--- config.mk ---
export PLATFORM = sky130hd
export DESIGN_NAME = lrgd_front_flat
export DESIGN_NICKNAME = d
export VERILOG_FILES = /design/src/hdl/lrgd_pkg.sv /design/src/hdl/lrgd_ifs.sv /design/src/hdl/lrgd_front.sv /design/src/flat_wrapper.sv
export SDC_FILE = /design/constraint.sdc
export NUM_CORES = 1
export LEC_CHECK = 0
export BUFFER_PORTS_ARGS = -buffer_cell sky130_fd_sc_hd__buf_2
export CELL_PAD_IN_SITES_DETAIL_PLACEMENT = 0
export CELL_PAD_IN_SITES_GLOBAL_PLACEMENT = 1
export CORE_ASPECT_RATIO = 1.1
export CORE_MARGIN = 2
export CORE_UTILIZATION = 40
export CTS_CLUSTER_SIZE = 25
export DETAILED_ROUTE_END_ITERATION = 8
export HOLD_SLACK_MARGIN = 0.08
export PLACE_DENSITY_LB_ADDON = 0.08
export SLEW_MARGIN = 20
export SYNTH_ARGS = -nofsm -noshare
export SYNTH_HDL_FRONTEND = slang
export SYNTH_SLANG_ARGS = --single-unit
--- constraint.sdc ---
create_clock -name clk -period 3.8 [get_ports clk]
set_input_delay 0.38 -clock clk [delete_from_list [all_inputs] [get_ports clk]]
set_output_delay 0.38 -clock clk [all_outputs]
set_load 0.01 [all_outputs]
--- src/hdl/lrgd_pkg.sv ---
// Shared types, constants and helpers for the gradient-descent regression block.
`default_nettype none
package lrgd_pkg;

    localparam int MAX_ROWS       = 256;
    localparam int MAX_WEIGHTS    = 8;
    localparam int MAX_ITERATIONS = 1024;

    localparam int DATA_W     = 32;
    localparam int ACTION_W   = 3;
    localparam int ROW_W      = $clog2(MAX_ROWS);
    localparam int COL_W      = $clog2(MAX_WEIGHTS);
    localparam int SLOT_W     = $clog2(MAX_ITERATIONS + 1);
    localparam int ROWS_CNT_W = $clog2(MAX_ROWS + 1);
    localparam int WCNT_W     = $clog2(MAX_WEIGHTS + 1);
    localparam int LR_W       = 16;
    localparam int FEAT_AW    = ROW_W + COL_W;
    localparam int DEN_W      = ROWS_CNT_W + 1;
    localparam int ACC_W      = 56;
    localparam int DIV_CNT_W  = $clog2(ACC_W + 1);
    localparam int FRAC_W     = 16;

    localparam int QUEUE_DEPTH = 4;
    localparam int QPTR_W      = $clog2(QUEUE_DEPTH);

    localparam int CFG_IDX_W  = 2;
    localparam int CFG_DATA_W = 16;

    typedef enum logic [CFG_IDX_W-1:0] {
        CFG_LEARN_RATE   = 2'd0,
        CFG_ITER_COUNT   = 2'd1,
        CFG_ROWS_USED    = 2'd2,
        CFG_WEIGHTS_USED = 2'd3
    } cfg_idx_t;

    typedef enum logic [ACTION_W-1:0] {
        OP_LOAD_FEAT = 3'd0,
        OP_LOAD_TGT  = 3'd1,
        OP_LOAD_W    = 3'd2,
        OP_RUN       = 3'd3,
        OP_READ      = 3'd4
    } op_t;

    typedef enum logic {
        KIND_COST   = 1'b0,
        KIND_WEIGHT = 1'b1
    } kind_t;

    typedef struct packed {
        op_t                        op;
        logic [ROW_W-1:0]           row;
        logic [COL_W-1:0]           col;
        logic [SLOT_W-1:0]          cslot;
        logic signed [DATA_W-1:0]   value;
    } cmd_t;

    typedef struct packed {
        logic [LR_W-1:0]       learn_rate;
        logic [SLOT_W-1:0]     iteration_count;
        logic [ROWS_CNT_W-1:0] rows_used;
        logic [WCNT_W-1:0]     weights_used;
    } cfg_t;

    typedef struct packed {
        logic [QPTR_W:0] count;
    } front_stat_t;

    typedef struct packed {
        logic in_div;
        logic div_busy;
        logic div_done;
    } back_stat_t;

    typedef enum logic [4:0] {
        S_IDLE,
        S_READ_WAIT,
        S_READ_OUT,
        S_RES_RD,
        S_RES_MUL,
        S_RES_ACC,
        S_RES_WR,
        S_COST_MUL,
        S_COST_ACC,
        S_COST_START,
        S_COST_DIV,
        S_GR_RD,
        S_GR_MUL,
        S_GR_ACC,
        S_GR_START,
        S_GR_DIV,
        S_STEP_MUL,
        S_STEP_UPD,
        S_W_COPY,
        S_OUT_COST,
        S_OUT_W
    } back_state_t;

    // Clamp a wide signed sum to the signed 32-bit range.
    function automatic logic signed [DATA_W-1:0] sat32(input logic signed [ACC_W-1:0] v);
        logic signed [ACC_W-1:0] hi;
        logic signed [ACC_W-1:0] lo;
        hi = $signed({{(ACC_W-DATA_W+1){1'b0}}, {(DATA_W-1){1'b1}}});
        lo = $signed({{(ACC_W-DATA_W+1){1'b1}}, {(DATA_W-1){1'b0}}});
        if (v > hi)
            sat32 = hi[DATA_W-1:0];
        else if (v < lo)
            sat32 = lo[DATA_W-1:0];
        else
            sat32 = v[DATA_W-1:0];
    endfunction

endpackage
`default_nettype wire

--- src/hdl/lrgd_ifs.sv ---
// Valid/ready channel interfaces for input items and result items.
`default_nettype none
interface lrgd_in_if;
    import lrgd_pkg::*;
    logic                      valid;
    logic                      ready;
    logic [ACTION_W-1:0]       action;
    logic [ROW_W-1:0]          sample_row;
    logic [COL_W-1:0]          feature_col;
    logic [SLOT_W-1:0]         cost_slot;
    logic signed [DATA_W-1:0]  load_value;
    modport source (output valid, action, sample_row, feature_col, cost_slot, load_value,
                    input ready);
    modport sink   (input valid, action, sample_row, feature_col, cost_slot, load_value,
                    output ready);
endinterface

`default_nettype wire

--- src/hdl/lrgd_front.sv ---
// Front end: accept input transactions, classify them and queue commands.
`default_nettype none
module lrgd_front (
    input  logic                 clk,
    input  logic                 rst_n,
    lrgd_in_if.sink              in_ch,
    output lrgd_pkg::cmd_t       cmd,
    output logic                 cmd_valid,
    input  logic                 cmd_ready,
    output lrgd_pkg::front_stat_t stat
);
    import lrgd_pkg::*;

    cmd_t              q_mem [QUEUE_DEPTH];
    logic [QPTR_W-1:0] wr_ptr_reg;
    logic [QPTR_W-1:0] rd_ptr_reg;
    logic [QPTR_W:0]   count_reg;
    cmd_t              cmd_in;
    logic              keep;
    logic              push;
    logic              pop;

    // Drop unknown actions here so the back end never sees them.
    always_comb
    begin
        cmd_in.row   = in_ch.sample_row;
        cmd_in.col   = in_ch.feature_col;
        cmd_in.cslot = in_ch.cost_slot;
        cmd_in.value = in_ch.load_value;
        keep         = 1'b1;
        unique case (in_ch.action)
            OP_LOAD_FEAT: cmd_in.op = OP_LOAD_FEAT;
            OP_LOAD_TGT:  cmd_in.op = OP_LOAD_TGT;
            OP_LOAD_W:    cmd_in.op = OP_LOAD_W;
            OP_RUN:       cmd_in.op = OP_RUN;
            OP_READ:      cmd_in.op = OP_READ;
            default:
            begin
                cmd_in.op = OP_RUN;
                keep      = 1'b0;
            end
        endcase
    end

    assign in_ch.ready = (count_reg != (QPTR_W+1)'(QUEUE_DEPTH));
    assign push        = in_ch.valid && in_ch.ready && keep;
    assign cmd_valid   = (count_reg != '0);
    assign pop         = cmd_valid && cmd_ready;
    assign cmd         = q_mem[rd_ptr_reg];
    assign stat.count  = count_reg;

    always_ff @(posedge clk or negedge rst_n)
    begin
        if (!rst_n)
        begin
            wr_ptr_reg <= '0;
            rd_ptr_reg <= '0;
            count_reg  <= '0;
        end
        else
        begin
            if (push)
                wr_ptr_reg <= wr_ptr_reg + 1'b1;
            if (pop)
                rd_ptr_reg <= rd_ptr_reg + 1'b1;
            if (push && !pop)
                count_reg <= count_reg + 1'b1;
            else if (pop && !push)
                count_reg <= count_reg - 1'b1;
        end
    end

    always_ff @(posedge clk)
    begin
        if (push)
            q_mem[wr_ptr_reg] <= cmd_in;
    end

endmodule
`default_nettype wire

--- src/flat_wrapper.sv ---
// flat-port wrapper written by rule: the top's interface ports become plain ports
module lrgd_front_flat import lrgd_pkg::*;
  (clk, rst_n, cmd, cmd_valid, cmd_ready, stat, in_ch_valid, in_ch_action, in_ch_sample_row, in_ch_feature_col, in_ch_cost_slot, in_ch_load_value, in_ch_ready);
  lrgd_in_if in_ch_i ();
  input  logic clk;
  input  logic rst_n;
  output lrgd_pkg::cmd_t cmd;
  output logic cmd_valid;
  input  logic cmd_ready;
  output lrgd_pkg::front_stat_t stat;
  input wire logic [$bits(in_ch_i.valid)-1:0] in_ch_valid;
  input wire logic [$bits(in_ch_i.action)-1:0] in_ch_action;
  input wire logic [$bits(in_ch_i.sample_row)-1:0] in_ch_sample_row;
  input wire logic [$bits(in_ch_i.feature_col)-1:0] in_ch_feature_col;
  input wire logic [$bits(in_ch_i.cost_slot)-1:0] in_ch_cost_slot;
  input wire logic [$bits(in_ch_i.load_value)-1:0] in_ch_load_value;
  output wire logic [$bits(in_ch_i.ready)-1:0] in_ch_ready;
  assign in_ch_i.valid = in_ch_valid;
  assign in_ch_i.action = in_ch_action;
  assign in_ch_i.sample_row = in_ch_sample_row;
  assign in_ch_i.feature_col = in_ch_feature_col;
  assign in_ch_i.cost_slot = in_ch_cost_slot;
  assign in_ch_i.load_value = in_ch_load_value;
  assign in_ch_ready = in_ch_i.ready;
  lrgd_front u_core (.clk(clk), .rst_n(rst_n), .in_ch(in_ch_i), .cmd(cmd), .cmd_valid(cmd_valid), .cmd_ready(cmd_ready), .stat(stat));
endmodule
* Yosys cells after proc, flatten, opt, wreduce, memory -nomap -nowiden
Memory sizes are Yosys's and may differ from the RTL's.
Index checks and enable logic that the tools add are counted.
** Operators by class
- Muxes and demuxes :: 6
- Add/subtract/negate cells :: 4
- Reductions and logical operators :: 11
- Equality and inequality tests :: 5
** Operators by type and width (number)
- $pmux 3 s4 :: 1
- $eq 3x2->1 const B :: 2
- $mux 3 :: 2
- $logic_and 1x1->1 :: 5
- $reduce_or 5->1 :: 1
- $add 2x1->2 const B :: 2
- $add 3x1->3 const B :: 1
- $eq 3x1->1 const B :: 1
- $eq 3x3->1 const B :: 1
- $logic_not 3->1 :: 1
- $mux 1 :: 3
- $ne 3x3->1 const B :: 1
- $reduce_bool 3->1 :: 1
- $sub 3x1->3 const B :: 1
- $logic_not 1->1 :: 2
- $reduce_bool 2->1 :: 1
** Storage, ports and cells
- Input bits :: 61
- Output and inout port bits :: 62
- Bits in writable memories :: 228
- Word-level logic and storage cells :: 30
- Flip-flop bits (word level) :: 7
- Memories :: 1
** Memories
- u_core.q_mem :: depth 4, width 57, rd ports 1, clocked after memory_dff 0, wr ports 1, RTL line lrgd_front.sv:14 : cmd_t q_mem [QUEUE_DEPTH];

* Depth between registers and ports, before layout
Gate-level depths: netlist (run 1).
- Depth after elaboration :: 8
- Depth in mapped cells :: 9
- Mapped depth without buffers :: 8

* Worst setup path after synthesis (run 1)
Ideal clock, no wire load.
- Path type :: reg2reg
- Start :: register u_core.count_reg[0] (netlist: u_core.stat[0])
- End :: register u_core.count_reg[1] (netlist: u_core.stat[1])
- Period minus slack after synthesis :: 2235 ps
- Data required time :: 3675 ps
- Setup slack :: 1565 ps
- Arrival :: 2110 ps
- Setup time :: 125 ps
- Buffers on the path :: 1
- Cell stages (with the launch flop) :: 8
- Path through :: dfrtp_1 or3b_1 and3_1 buf_6 ha_1 inv_1 fa_1 mux2_2
** On the way
- Word-level cells in the longest chain between the ends :: 6
- Elaborated cells between the ends (all ways) :: 14
- Classes of those cells :: add/sub (2); eq/ne (1); mux (2); reduce/logical (9)
** Ends and longest elaborated chain
- start, declared :: RTL line lrgd_front.sv:17 : logic [QPTR_W:0] count_reg;
- start signal, assigned :: RTL line lrgd_front.sv:67 : count_reg <= count_reg + 1'b1;
- start signal, assigned :: RTL line lrgd_front.sv:69 : count_reg <= count_reg - 1'b1;
- $ne 3x3->1 (*) :: RTL line lrgd_front.sv:45 : assign in_ch.ready = (count_reg != (QPTR_W+1)'(QUEUE_DEPTH));
- net in_ch_ready :: RTL line flat_wrapper.sv:17 : output wire logic [$bits(in_ch_i.ready)-1:0] in_ch_ready;
- $logic_and 1x1->1 (*) (2 in series) :: RTL line lrgd_front.sv:46 : assign push = in_ch.valid && in_ch.ready && keep;
- net u_core.push :: RTL line lrgd_front.sv:20 : logic push;
- $logic_not 1->1 :: RTL line lrgd_front.sv:68 : else if (pop && !push)
- $logic_and 1x1->1 :: RTL line lrgd_front.sv:68
- $reduce_bool 2->1 (no line)
The timed path passes the listed nets; every way through them passes the cells marked *. The select of a mux whose other input is x is not followed.
A chain may end at the register's enable or synchronous reset.

==> results.yml, run 1 <==
clock_network:
  postCtsHoldBufs: 35
  cts_max_level: 1
  clk_root_buffer_cell: "sky130_fd_sc_hd__clkbuf_16"
  cts_num_sinks: 235
  worst_skew_pair.late_latency_ns: 0.51
  post_cts_buffers: 0
  worst_setup_hold_path_clk_slew_ns: 0.06
  cts_repair_resize_count: 0
  cts_tree: "done"
  clock_path_buffers: 3
  cts-buffers-inserted: 25
logic_synthesis:
  synth_mux_area_frac: 0.151
  postSynth.topFlopCell: "sky130_fd_sc_hd__edfxtp_1"
  synth_largest_type_area_fraction: 0.792
  synth_edf_count: 228
  synth_async_sr_flop_share: 0.0298
  post-synth-top-area-cell: "sky130_fd_sc_hd__edfxtp_1"
  ys_seq_area_frac: 0.812
  synth.yosys.warnings: 0
  synth-seq-cells: 235
  postSynthCellCount: 337
  dominant_combinational_cell_family_by_area_after_synthesis: "multiplexers"
  adder_cell_share_of_the_synthesized_area: 0.00955
  postSynthNetCount: 404
  mappedNetlistArea_um2: 8650
  xor_and_xnor_area_share_after_synthesis: 0.00608
  simple_gate_area_share_of_the_yosys_netlist: 0.00839
  synth.area.top_cells: "sky130_fd_sc_hd__edfxtp_1 (79%), sky130_fd_sc_hd__mux4_2 (15%), sky130_fd_sc_hd__dfrtp_1 (2.0%)"
  synth-compound-area-share: 0.00231
  number_of_distinct_library_cells_after_synthesis: 25
  post_synth.cell_area_avg_um2: 25.7
detailed_routing:
  drcViolationCount: 0
  postRouteWirelength_mm: 15.8
  number_of_search_and_repair_iterations_in_the_first_detailed_routing_pass: 4
  drtIter0Drc: 128
  wl_per_cell_um: 19.3
  viasPerCell: 4.91
  route.antenna.remaining_nets: 0
  vias: 4008
finish:
  mostFrequentLayoutCell: "sky130_fd_sc_hd__edfxtp_1"
  post_layout_instance_count_excluding_filler_cells: 817
  post_route_cells_drive_above_1_share: 0.419
  largest_register_ff_count: 228
  layout.cells.most_common_list: "sky130_fd_sc_hd__edfxtp_1 (228), sky130_fd_sc_hd__buf_2 (122), sky130_fd_sc_hd__mux4_2 (57)"
  largest-register: "u_core.q_mem"
  area.growth.synth_to_final_pct: 23.9
  diode_insertion_count_for_antenna_repair: 0
  design.final.nets: 575
  filler_cell_count: 1806
floorplan:
  start_util: 0.406
  num_rows: 56
  boundaryPins: 123
  placeableCoreArea_um2: 21300
  die_width_um: 144
  die-area_um2: 22800
  die-height_um: 158
status:
  outcome: "complete, no violations"
grt:
  grt_first_pass_wirelength_mm: 23.8
  grt_pass1_vias: 4195
  global_route.usage.total: 0.141
  grt_start_max_net_pins: 59
  grt-ovfl-total: 0
  grt_antenna_before_repair: 0
setup_path:
  rr_startpoint: "u_core.stat[0]"
  r2r_slack_ns: 1.52
  rr_worst_depth: 8
  cp_data_required_time_ns: 3.42
  critical_path.startpoint_type: "flip-flop"
  regToRegEndpoint: "u_core.stat[2]"
  path_delay_family: "flip-flops"
  crit_path_end_kind: "output pin"
  timing.critical_path.arrival_ns: 2.40
  critical-path-slowest-cell: "sky130_fd_sc_hd__dfrtp_4"
  critPathBufInv: 2
  timing.critical_path.slowest_cell_delay_ns: 0.76
  path_class: "reg2out"
  timing.critical_path.cells: "buf_12, mux4_2, buf_2"
  crit_path_max_fanout: 37
timing:
  layout_worst_path_cycle_share: 0.731
  rsz0062_at_grt: "false"
  fin_setup_tns_ns: 0
  fmaxAchievable_ghz: 0.360
  clock_skew_ns: 0.00659
  number_of_max_slew_violations_in_the_final_report: 0
  maxSlewHeadroom: 0.375
  final.min_clock_period_ns: 2.78
  setup_violations: 0
  timing.final.hold_violations: 0
  tightest_slew_ns: 0.938
place:
  number_of_placed_cells_counting_well_taps: 736
  port_buffers: 122
  hpwl_after_dpl_mm: 8.33
  routability_driven_placement_congestion_ratio: 0.651
power_and_ir_drop:
  power_per_cell_area_nw_per_um2: 728
  standby_leakage_power_nw: 3.67
  vdd_ir_drop_max_uv: 517
worst_hold_path:
  hold_wc_path_type: "in2reg"
  beginning_of_the_worst_hold_path: "in_ch_load_value[11]"
  whs_endpoint: "u_core.q_mem[1][11]"
  worstHoldPathCells: 1
job:
  maxCapViolCount: 0
[metrics by stage]
stage / instance area, um2 / hold WS, ns / setup slack (ns) / total power [mW] / utilization
2_1_floorplan: 8650 / 0.0844 / 1.57 / 4.79 / -
3_3_place_gp: 9580 / 0.227 / 1.46 / 5.57 / 0.450
3_5_place_dp: 9580 / 0.231 / 1.45 / 5.59 / 0.450
4_1_cts: 10700 / 0.0806 / 0.912 / 7.97 / 0.503
5_1_grt: 10700 / 0.0822 / 0.841 / 8.22 / 0.503
6_report: 10700 / 0.0987 / 1.02 / 7.81 / 0.503
[cell usage after synthesis, drive strengths merged, types with 2 or more instances]
cell	n
mux2	2
buf	12
a21o	2
xnor2	4
dfrtp	7
ha	5
xor2	2
mux4	57
clkbuf	2
inv	3
edfxtp	228
and2	4
[cells by family after synthesis]
kind of cell,count (synthesis)
multiplexers,59
adder cells (fa/ha/maj),6
flip-flops,235
AND/OR/NAND/NOR,11
XOR/XNOR,6
buffers and inverters,17
AO/OA/AOI/OAI,3
[metal layers]
layer / routed length [um] / vias up / share of wire / track usage
met5: 0 / - / 0 / 0
met4: 206 / 0 / 0.013 / 0.0328
met3: 957 / 17 / 0.061 / 0.0302
met2: 7800 / 115 / 0.49 / 0.236
met1: 6810 / 2097 / 0.43 / 0.190
li1: - / 1779 / - / -
[worst reg2reg max path: stages (launching register included)]
cell	delay (ns)
sky130_fd_sc_hd__dfrtp_1	0.45
sky130_fd_sc_hd__or3_2	0.53
sky130_fd_sc_hd__nand2_1	0.14
sky130_fd_sc_hd__ha_1	0.20
sky130_fd_sc_hd__inv_1	0.06
sky130_fd_sc_hd__fa_1	0.37
sky130_fd_sc_hd__xor2_1	0.17
sky130_fd_sc_hd__nor2_1	0.13
sky130_fd_sc_hd__xor2_1	0.15
[area by class of cell]
| class | count | area [um2] | share of cell area |
|---|---|---|---|
| Sequential cell | 235 | 7030 | 0.656 |
| Multi-Input combinational cell | 85 | 1540 | 0.144 |
| Timing Repair Buffer | 158 | 981 | 0.0915 |
| Clock buffer | 35 | 663 | 0.0619 |
| Tap cell | 290 | 363 | 0.0339 |
| Clock inverter | 11 | 129 | 0.0120 |
| Inverter | 3 | 11.3 | 0.00105 |
[how the worst max path moves through the flow]
stage / start / end / slack, ns / depth (start not counted)
6_report: u_core.rd_ptr_reg[0] / cmd[39] / 1.02 / 3
5_1_grt: u_core.rd_ptr_reg[0] / cmd[55] / 0.84 / 3
4_1_cts: u_core.rd_ptr_reg[0] / cmd[53] / 0.91 / 3
3_5_place_dp: in_ch_action[0] / u_core.q_mem[0][22] / 1.45 / 4
3_3_place_gp: in_ch_action[0] / u_core.q_mem[3][17] / 1.46 / 4
2_1_floorplan: u_core.stat[0] / u_core.stat[1] / 1.57 / 7
[power breakdown]
part | internal, mW | leakage [nW] | switching, mW
Combinational | 1.00 | 1.13 | 0.911
Sequential | 3.25 | 2.15 | 0.310
Clock | 1.42 | 0.385 | 0.918
(Power assumes the default switching activity.)
==> run 2: changes to the inputs <==
ABC_AREA = 1   (was unset)
clock period = 2.8 ns   (was 3.8 ns; I/O delays follow)
==> run 2 against run 1 <==
Synthesized cell count rose by 82%. Wire length rose by 24%. Hold slack gained 0.013 ns. Sequential power rose by 26%. Critical path type unchanged. Largest cell class unchanged. Largest power group unchanged.
==> results.yml, run 2 <==
logic_synthesis:
  post-synth-top-area-cell: "sky130_fd_sc_hd__edfxtp_1"
  post_synth.cell_area_avg_um2: 14.6
  synth.cells.most_frequent: "sky130_fd_sc_hd__edfxtp_1 (228), sky130_fd_sc_hd__nor2_1 (120), sky130_fd_sc_hd__o21ai_0 (105), sky130_fd_sc_hd__o22ai_1 (57), sky130_fd_sc_hd__nand2_1 (17)"
  postSynth.topFlopCell: "sky130_fd_sc_hd__edfxtp_1"
  synth-seq-cells: 235
  synth_async_sr_flop_share: 0.0298
  synth.area.top_cells: "sky130_fd_sc_hd__edfxtp_1 (77%), sky130_fd_sc_hd__o21ai_0 (5.9%), sky130_fd_sc_hd__nor2_1 (5.0%)"
  ys_seq_area_frac: 0.785
  synth.yosys.warnings: 0
  number_of_distinct_library_cells_after_synthesis: 22
  synth_edf_count: 228
  synth_largest_type_area_fraction: 0.766
  postSynthNetCount: 680
  mappedNetlistArea_um2: 8940
  synth.most_common_cell: "sky130_fd_sc_hd__edfxtp_1"
  postSynthCellCount: 613
clock_network:
  cts_num_sinks: 235
  cts_repair_resize_count: 0
  worst_setup_hold_path_clk_slew_ns: 0.06
  worst_skew_pair.late_latency_ns: 0.50
  clk_root_buffer_cell: "sky130_fd_sc_hd__clkbuf_16"
  cts-buffers-inserted: 24
  cts_max_level: 1
  cts_tree: "done"
  clock_path_buffers: 3
timing:
  number_of_max_slew_violations_in_the_final_report: 0
  final.min_clock_period_ns: 2.45
  timing.final.hold_violations: 0
  fin_hold_ws_ns: 0.112
  maxSlewHeadroom: 0.554
  fin_setup_tns_ns: 0
  layout_worst_path_cycle_share: 0.875
  rsz0062_at_grt: "false"
  clock_skew_ns: 0.00697
  setup_violations: 0
  fmaxAchievable_ghz: 0.408
  tightest_slew_ns: 0.669
floorplan:
  placeableCoreArea_um2: 22000
  boundaryPins: 123
  die-height_um: 161
  die_width_um: 147
  num_rows: 57
  die-area_um2: 23600
  start_util: 0.406
place:
  hpwl_after_dpl_mm: 10.5
  routability_driven_placement_congestion_ratio: 0.699
  dpl-instance-area_um2: 9870
  port_buffers: 122
power_and_ir_drop:
  swShare: 0.334
  p_switching_mw: 3.81
  internal-power_mw: 7.61
  vdd_ir_drop_max_uv: 490
  standby_leakage_power_nw: 3.96
  power.combinational.fraction: 0.321
  sequentialPowerShare: 0.394
  power_per_cell_area_nw_per_um2: 1020
  power.clock.fraction: 0.285
detailed_routing:
  dr_wl_met3_um: 966
  route.antenna.remaining_nets: 0
  top_signal_layer_used: "met4"
  wl_met1_mm: 8.70
  drcViolationCount: 0
  number_of_search_and_repair_iterations_in_the_first_detailed_routing_pass: 6
  wl_per_cell_um: 17.7
  viasPerCell: 5.00
  postRouteWirelength_mm: 19.6
  drtIter0Drc: 361
  vias: 5525
  met2WireLength_mm: 9.71
setup_path:
  crit_path_end_kind: "output pin"
  path_class: "reg2out"
  cp_data_required_time_ns: 2.52
  crit_path_max_fanout: 56
  timing.critical_path.arrival_ns: 2.17
  critical_path.startpoint_type: "flip-flop"
  rr_startpoint: "u_core.stat[0]"
  critPathLaunch: "u_core.rd_ptr_reg[0]"
grt:
  grt_first_pass_wirelength_mm: 30.7
  grt-ovfl-total: 0
  grt_pass1_vias: 5613
  grt_antenna_before_repair: 0
  global_route.usage.total: 0.165
  grt_start_max_net_pins: 116
finish:
  layout.cells.most_common_list: "sky130_fd_sc_hd__edfxtp_1 (228), sky130_fd_sc_hd__buf_2 (122), sky130_fd_sc_hd__nor2_1 (116)"
  largest-register: "u_core.q_mem"
  design.final.nets: 860
  finish.instance_area_um2: 11200
  mostFrequentLayoutCell: "sky130_fd_sc_hd__edfxtp_1"
  largest_register_ff_count: 228
  area.growth.synth_to_final_pct: 25.7
  post_route_cells_drive_above_1_share: 0.218
  diode_insertion_count_for_antenna_repair: 0
status:
  outcome: "complete, no violations"
job:
  maxCapViolCount: 0
worst_hold_path:
  beginning_of_the_worst_hold_path: "in_ch_action[2]"
  hold_wc_path_type: "in2reg"
-- run 2: worst paths after layout --
kind                       slack [ns]                   end  cells after the start
max                              0.35               cmd[37]                      5
min                              0.11  u_core.wr_ptr_reg[0]                      4
max reg2reg                      0.57        u_core.stat[2]                     11
min reg2reg                      0.53        u_core.stat[2]                      2
max in group asynchronous        2.47  u_core.rd_ptr_reg[0]                      2
min in group asynchronous        0.14  u_core.wr_ptr_reg[0]                      2
-- run 2: timing repair --
action	4_1_cts	5_1_grt
hold buffers	56	0
endpoints found under the hold margin	225	0
setup buffers	0	0
-- run 2: final cells by class --
cell class	count	area (um2)
fillers	1944	10800
flip-flops and latches	235	7030
multi-input cells	325	1620
repair buffers	191	1340
clock buffers	30	644
well taps	295	369
clock inverters	14	166
inverters	16	65.1
-- run 2: critical path, cell delays in order (launching register included) --
cell and delay, ns:
sky130_fd_sc_hd__dfrtp_4 0.51, sky130_fd_sc_hd__inv_6 0.34, sky130_fd_sc_hd__buf_4 0.36, sky130_fd_sc_hd__nor2_1 0.07, sky130_fd_sc_hd__o22ai_1 0.21, sky130_fd_sc_hd__buf_2 0.17
-- run 2: routing by layer --
metal | global-route usage | up-vias
li1 | - | 2646
met3 | 0.0341 | 18
met5 | 0 | -
met2 | 0.287 | 103
met1 | 0.216 | 2758
met4 | 0.0349 | 0
-- run 2: kinds of logic after synthesis --
logic type / share of synthesized area
fa+ha+maj: 0.00923
xor+xnor: 0.00294
flops: 0.785
buf+inv: 0.0365
compound gates: 0.105
simple gates: 0.0607
-- run 2: power groups by stage --
| stage | logic (mW) | registers (mW) | clock network [mW] |
|---|---|---|---|
| after global placement | 3.65 | 4.56 | 0 |
| after CTS | 3.78 | 4.50 | 3.34 |
| after floorplan | 2.36 | 4.57 | 0 |
| after global routing | 4.08 | 4.54 | 3.47 |
| final | 3.67 | 4.50 | 3.25 |
| after detailed placement | 3.70 | 4.58 | 0 |
-- run 2: metrics by stage --
stage	util	power, mW	setup slack, ns	instances
6_report	0.510	11.4	0.350	1106
3_3_place_gp	0.448	8.21	0.598	1006
4_1_cts	0.510	11.6	0.231	1106
5_1_grt	0.510	12.1	0.192	1106
2_1_floorplan	-	6.93	-0.107	613
3_5_place_dp	0.448	8.28	0.535	1006
==> run 3: changes to the inputs <==
CELL_PAD_IN_SITES_DETAIL_PLACEMENT = unset   (was 0)
CELL_PAD_IN_SITES_GLOBAL_PLACEMENT = unset   (was 1)
RECOVER_POWER = 25   (was unset)
==> run 3 against run 2 <==
Flip-flop and latch count unchanged. Die area unchanged. Wire length increased by 0.42%. Sequential power about the same. Setup slack got worse by 0.037 ns. Global-route usage decreased by 0.12 points. Highest routed layer is now met5.
==> results.yml, run 3 (same netlist as run 2, synthesis figures left out) <==
finish:
  filler_cell_count: 1896
  area.growth.synth_to_final_pct: 26.3
  layout.cells.most_common_list: "sky130_fd_sc_hd__edfxtp_1 (228), sky130_fd_sc_hd__nor2_1 (116), sky130_fd_sc_hd__o21ai_0 (105)"
  design.final.nets: 861
  largest-register: "u_core.q_mem"
  final_core_utilization: 0.513
  mostFrequentLayoutCell: "sky130_fd_sc_hd__edfxtp_1"
  diode_insertion_count_for_antenna_repair: 0
  post_route_cells_drive_above_1_share: 0.179
  largest_register_ff_count: 228
power_and_ir_drop:
  swShare: 0.330
  power.clock.fraction: 0.299
  vdd_ir_drop_max_uv: 571
  total_power_mw: 11.7
  sequentialPowerShare: 0.385
  power_per_cell_area_nw_per_um2: 1040
  p_switching_mw: 3.86
  standby_leakage_power_nw: 3.92
  power.combinational.fraction: 0.316
  internal-power_mw: 7.84
setup_path:
  crit_path_max_fanout: 72
  path_class: "reg2out"
  critical_path.startpoint_type: "flip-flop"
  cp_data_required_time_ns: 2.52
  crit_path_end_kind: "output pin"
  r2r_slack_ns: 0.52
  timing.critical_path.arrival_ns: 2.21
floorplan:
  die_width_um: 147
  boundaryPins: 123
  placeableCoreArea_um2: 22000
  die-area_um2: 23600
  die-height_um: 161
  start_util: 0.406
  num_rows: 57
job:
  maxCapViolCount: 0
grt:
  grt_pass1_vias: 5653
  grt-ovfl-total: 0
  grt_first_pass_wirelength_mm: 30.3
  grt_antenna_before_repair: 1
  global_route.usage.total: 0.164
  grt_start_max_net_pins: 116
detailed_routing:
  wl_per_cell_um: 17.8
  drtIter0Drc: 316
  drcViolationCount: 0
  route.antenna.remaining_nets: 0
  viasPerCell: 5.04
  number_of_search_and_repair_iterations_in_the_first_detailed_routing_pass: 4
  vias: 5591
  postRouteWirelength_mm: 19.7
place:
  port_buffers: 122
  routability_driven_placement_congestion_ratio: 0.733
  hpwl_after_dpl_mm: 10.4
status:
  outcome: "complete, no violations"
timing:
  setup_violations: 0
  final.min_clock_period_ns: 2.49
  tightest_slew_ns: 0.701
  clock_skew_ns: 0.0122
  fmaxAchievable_ghz: 0.402
  fin_setup_tns_ns: 0
  layout_worst_path_cycle_share: 0.888
  timing.final.hold_violations: 0
  number_of_max_slew_violations_in_the_final_report: 0
  maxSlewHeadroom: 0.533
  rsz0062_at_grt: "false"
clock_network:
  cts_max_level: 1
  cts-buffers-inserted: 26
  worst_skew_pair.late_latency_ns: 0.52
  cts_num_sinks: 235
  clock_path_buffers: 3
  post_cts_buffers: 0
  worst_setup_hold_path_clk_slew_ns: 0.06
  cts_repair_resize_count: 0
  clk_root_buffer_cell: "sky130_fd_sc_hd__clkbuf_16"
  cts_tree: "done"
worst_hold_path:
  hold_wc_path_type: "in2reg"
## run 3: power groups by stage
stage | registers (mW) | logic (mW) | clock network [mW]
floorplan | 4.57 | 2.36 | 0
global placement | 4.56 | 3.66 | 0
detailed placement | 4.58 | 3.73 | 0
CTS | 4.51 | 3.81 | 3.57
global route | 4.54 | 4.11 | 3.71
finish | 4.50 | 3.70 | 3.49
## run 3: cell type report
cell class              count  area, um2  area share
inverters                  16       65.1     0.00576
flip-flops and latches    235       7030       0.622
clock buffers              30        687      0.0608
repair buffers            190       1320       0.117
multi-input cells         325       1620       0.144
clock inverters            18        204      0.0181
well taps                 295        369      0.0327
## run 3: layer usage
metal,up-vias,track usage,part of all wire
met1,2791,0.211,0.45
met3,22,0.0369,0.047
li1,2653,-,-
met5,-,0,0.00066
met4,2,0.0371,0.011
met2,123,0.285,0.49
## run 3: repair_timing
action | in CTS | in global routing
endpoints found under the hold margin | 225 | 0
endpoints found under the setup margin | 0 | 0
hold buffers | 56 | 0
## run 3: stage by stage
stage,hold slack (ns),cell area (um2),instances,setup slack (ns)
after floorplan,-0.0156,8950,613,-0.107
after global placement,0.131,9890,1005,0.666
after detailed placement,0.139,9890,1005,0.548
after CTS,0.0847,11300,1109,0.229
after global routing,0.100,11300,1109,0.0970
final,0.0943,11300,1109,0.313
## run 3: critical path, cell delays in order (launching register included)
cell                      delay [ns]
sky130_fd_sc_hd__dfrtp_4        0.51
sky130_fd_sc_hd__inv_6          0.41
sky130_fd_sc_hd__buf_4          0.30
sky130_fd_sc_hd__o21ai_0        0.10
sky130_fd_sc_hd__o22ai_1        0.19
sky130_fd_sc_hd__buf_2          0.17
## run 3: final timing paths
path                                   endpoint  cells after the start                 start
min in group asynchronous  u_core.rd_ptr_reg[0]                      2                 rst_n
max reg2reg                      u_core.stat[2]                     11        u_core.stat[0]
min                        u_core.wr_ptr_reg[1]                      4       in_ch_action[2]
min reg2reg                      u_core.stat[2]                      2        u_core.stat[2]
max                                     cmd[21]                      5  u_core.rd_ptr_reg[0]
max in group asynchronous  u_core.rd_ptr_reg[0]                      2                 rst_n
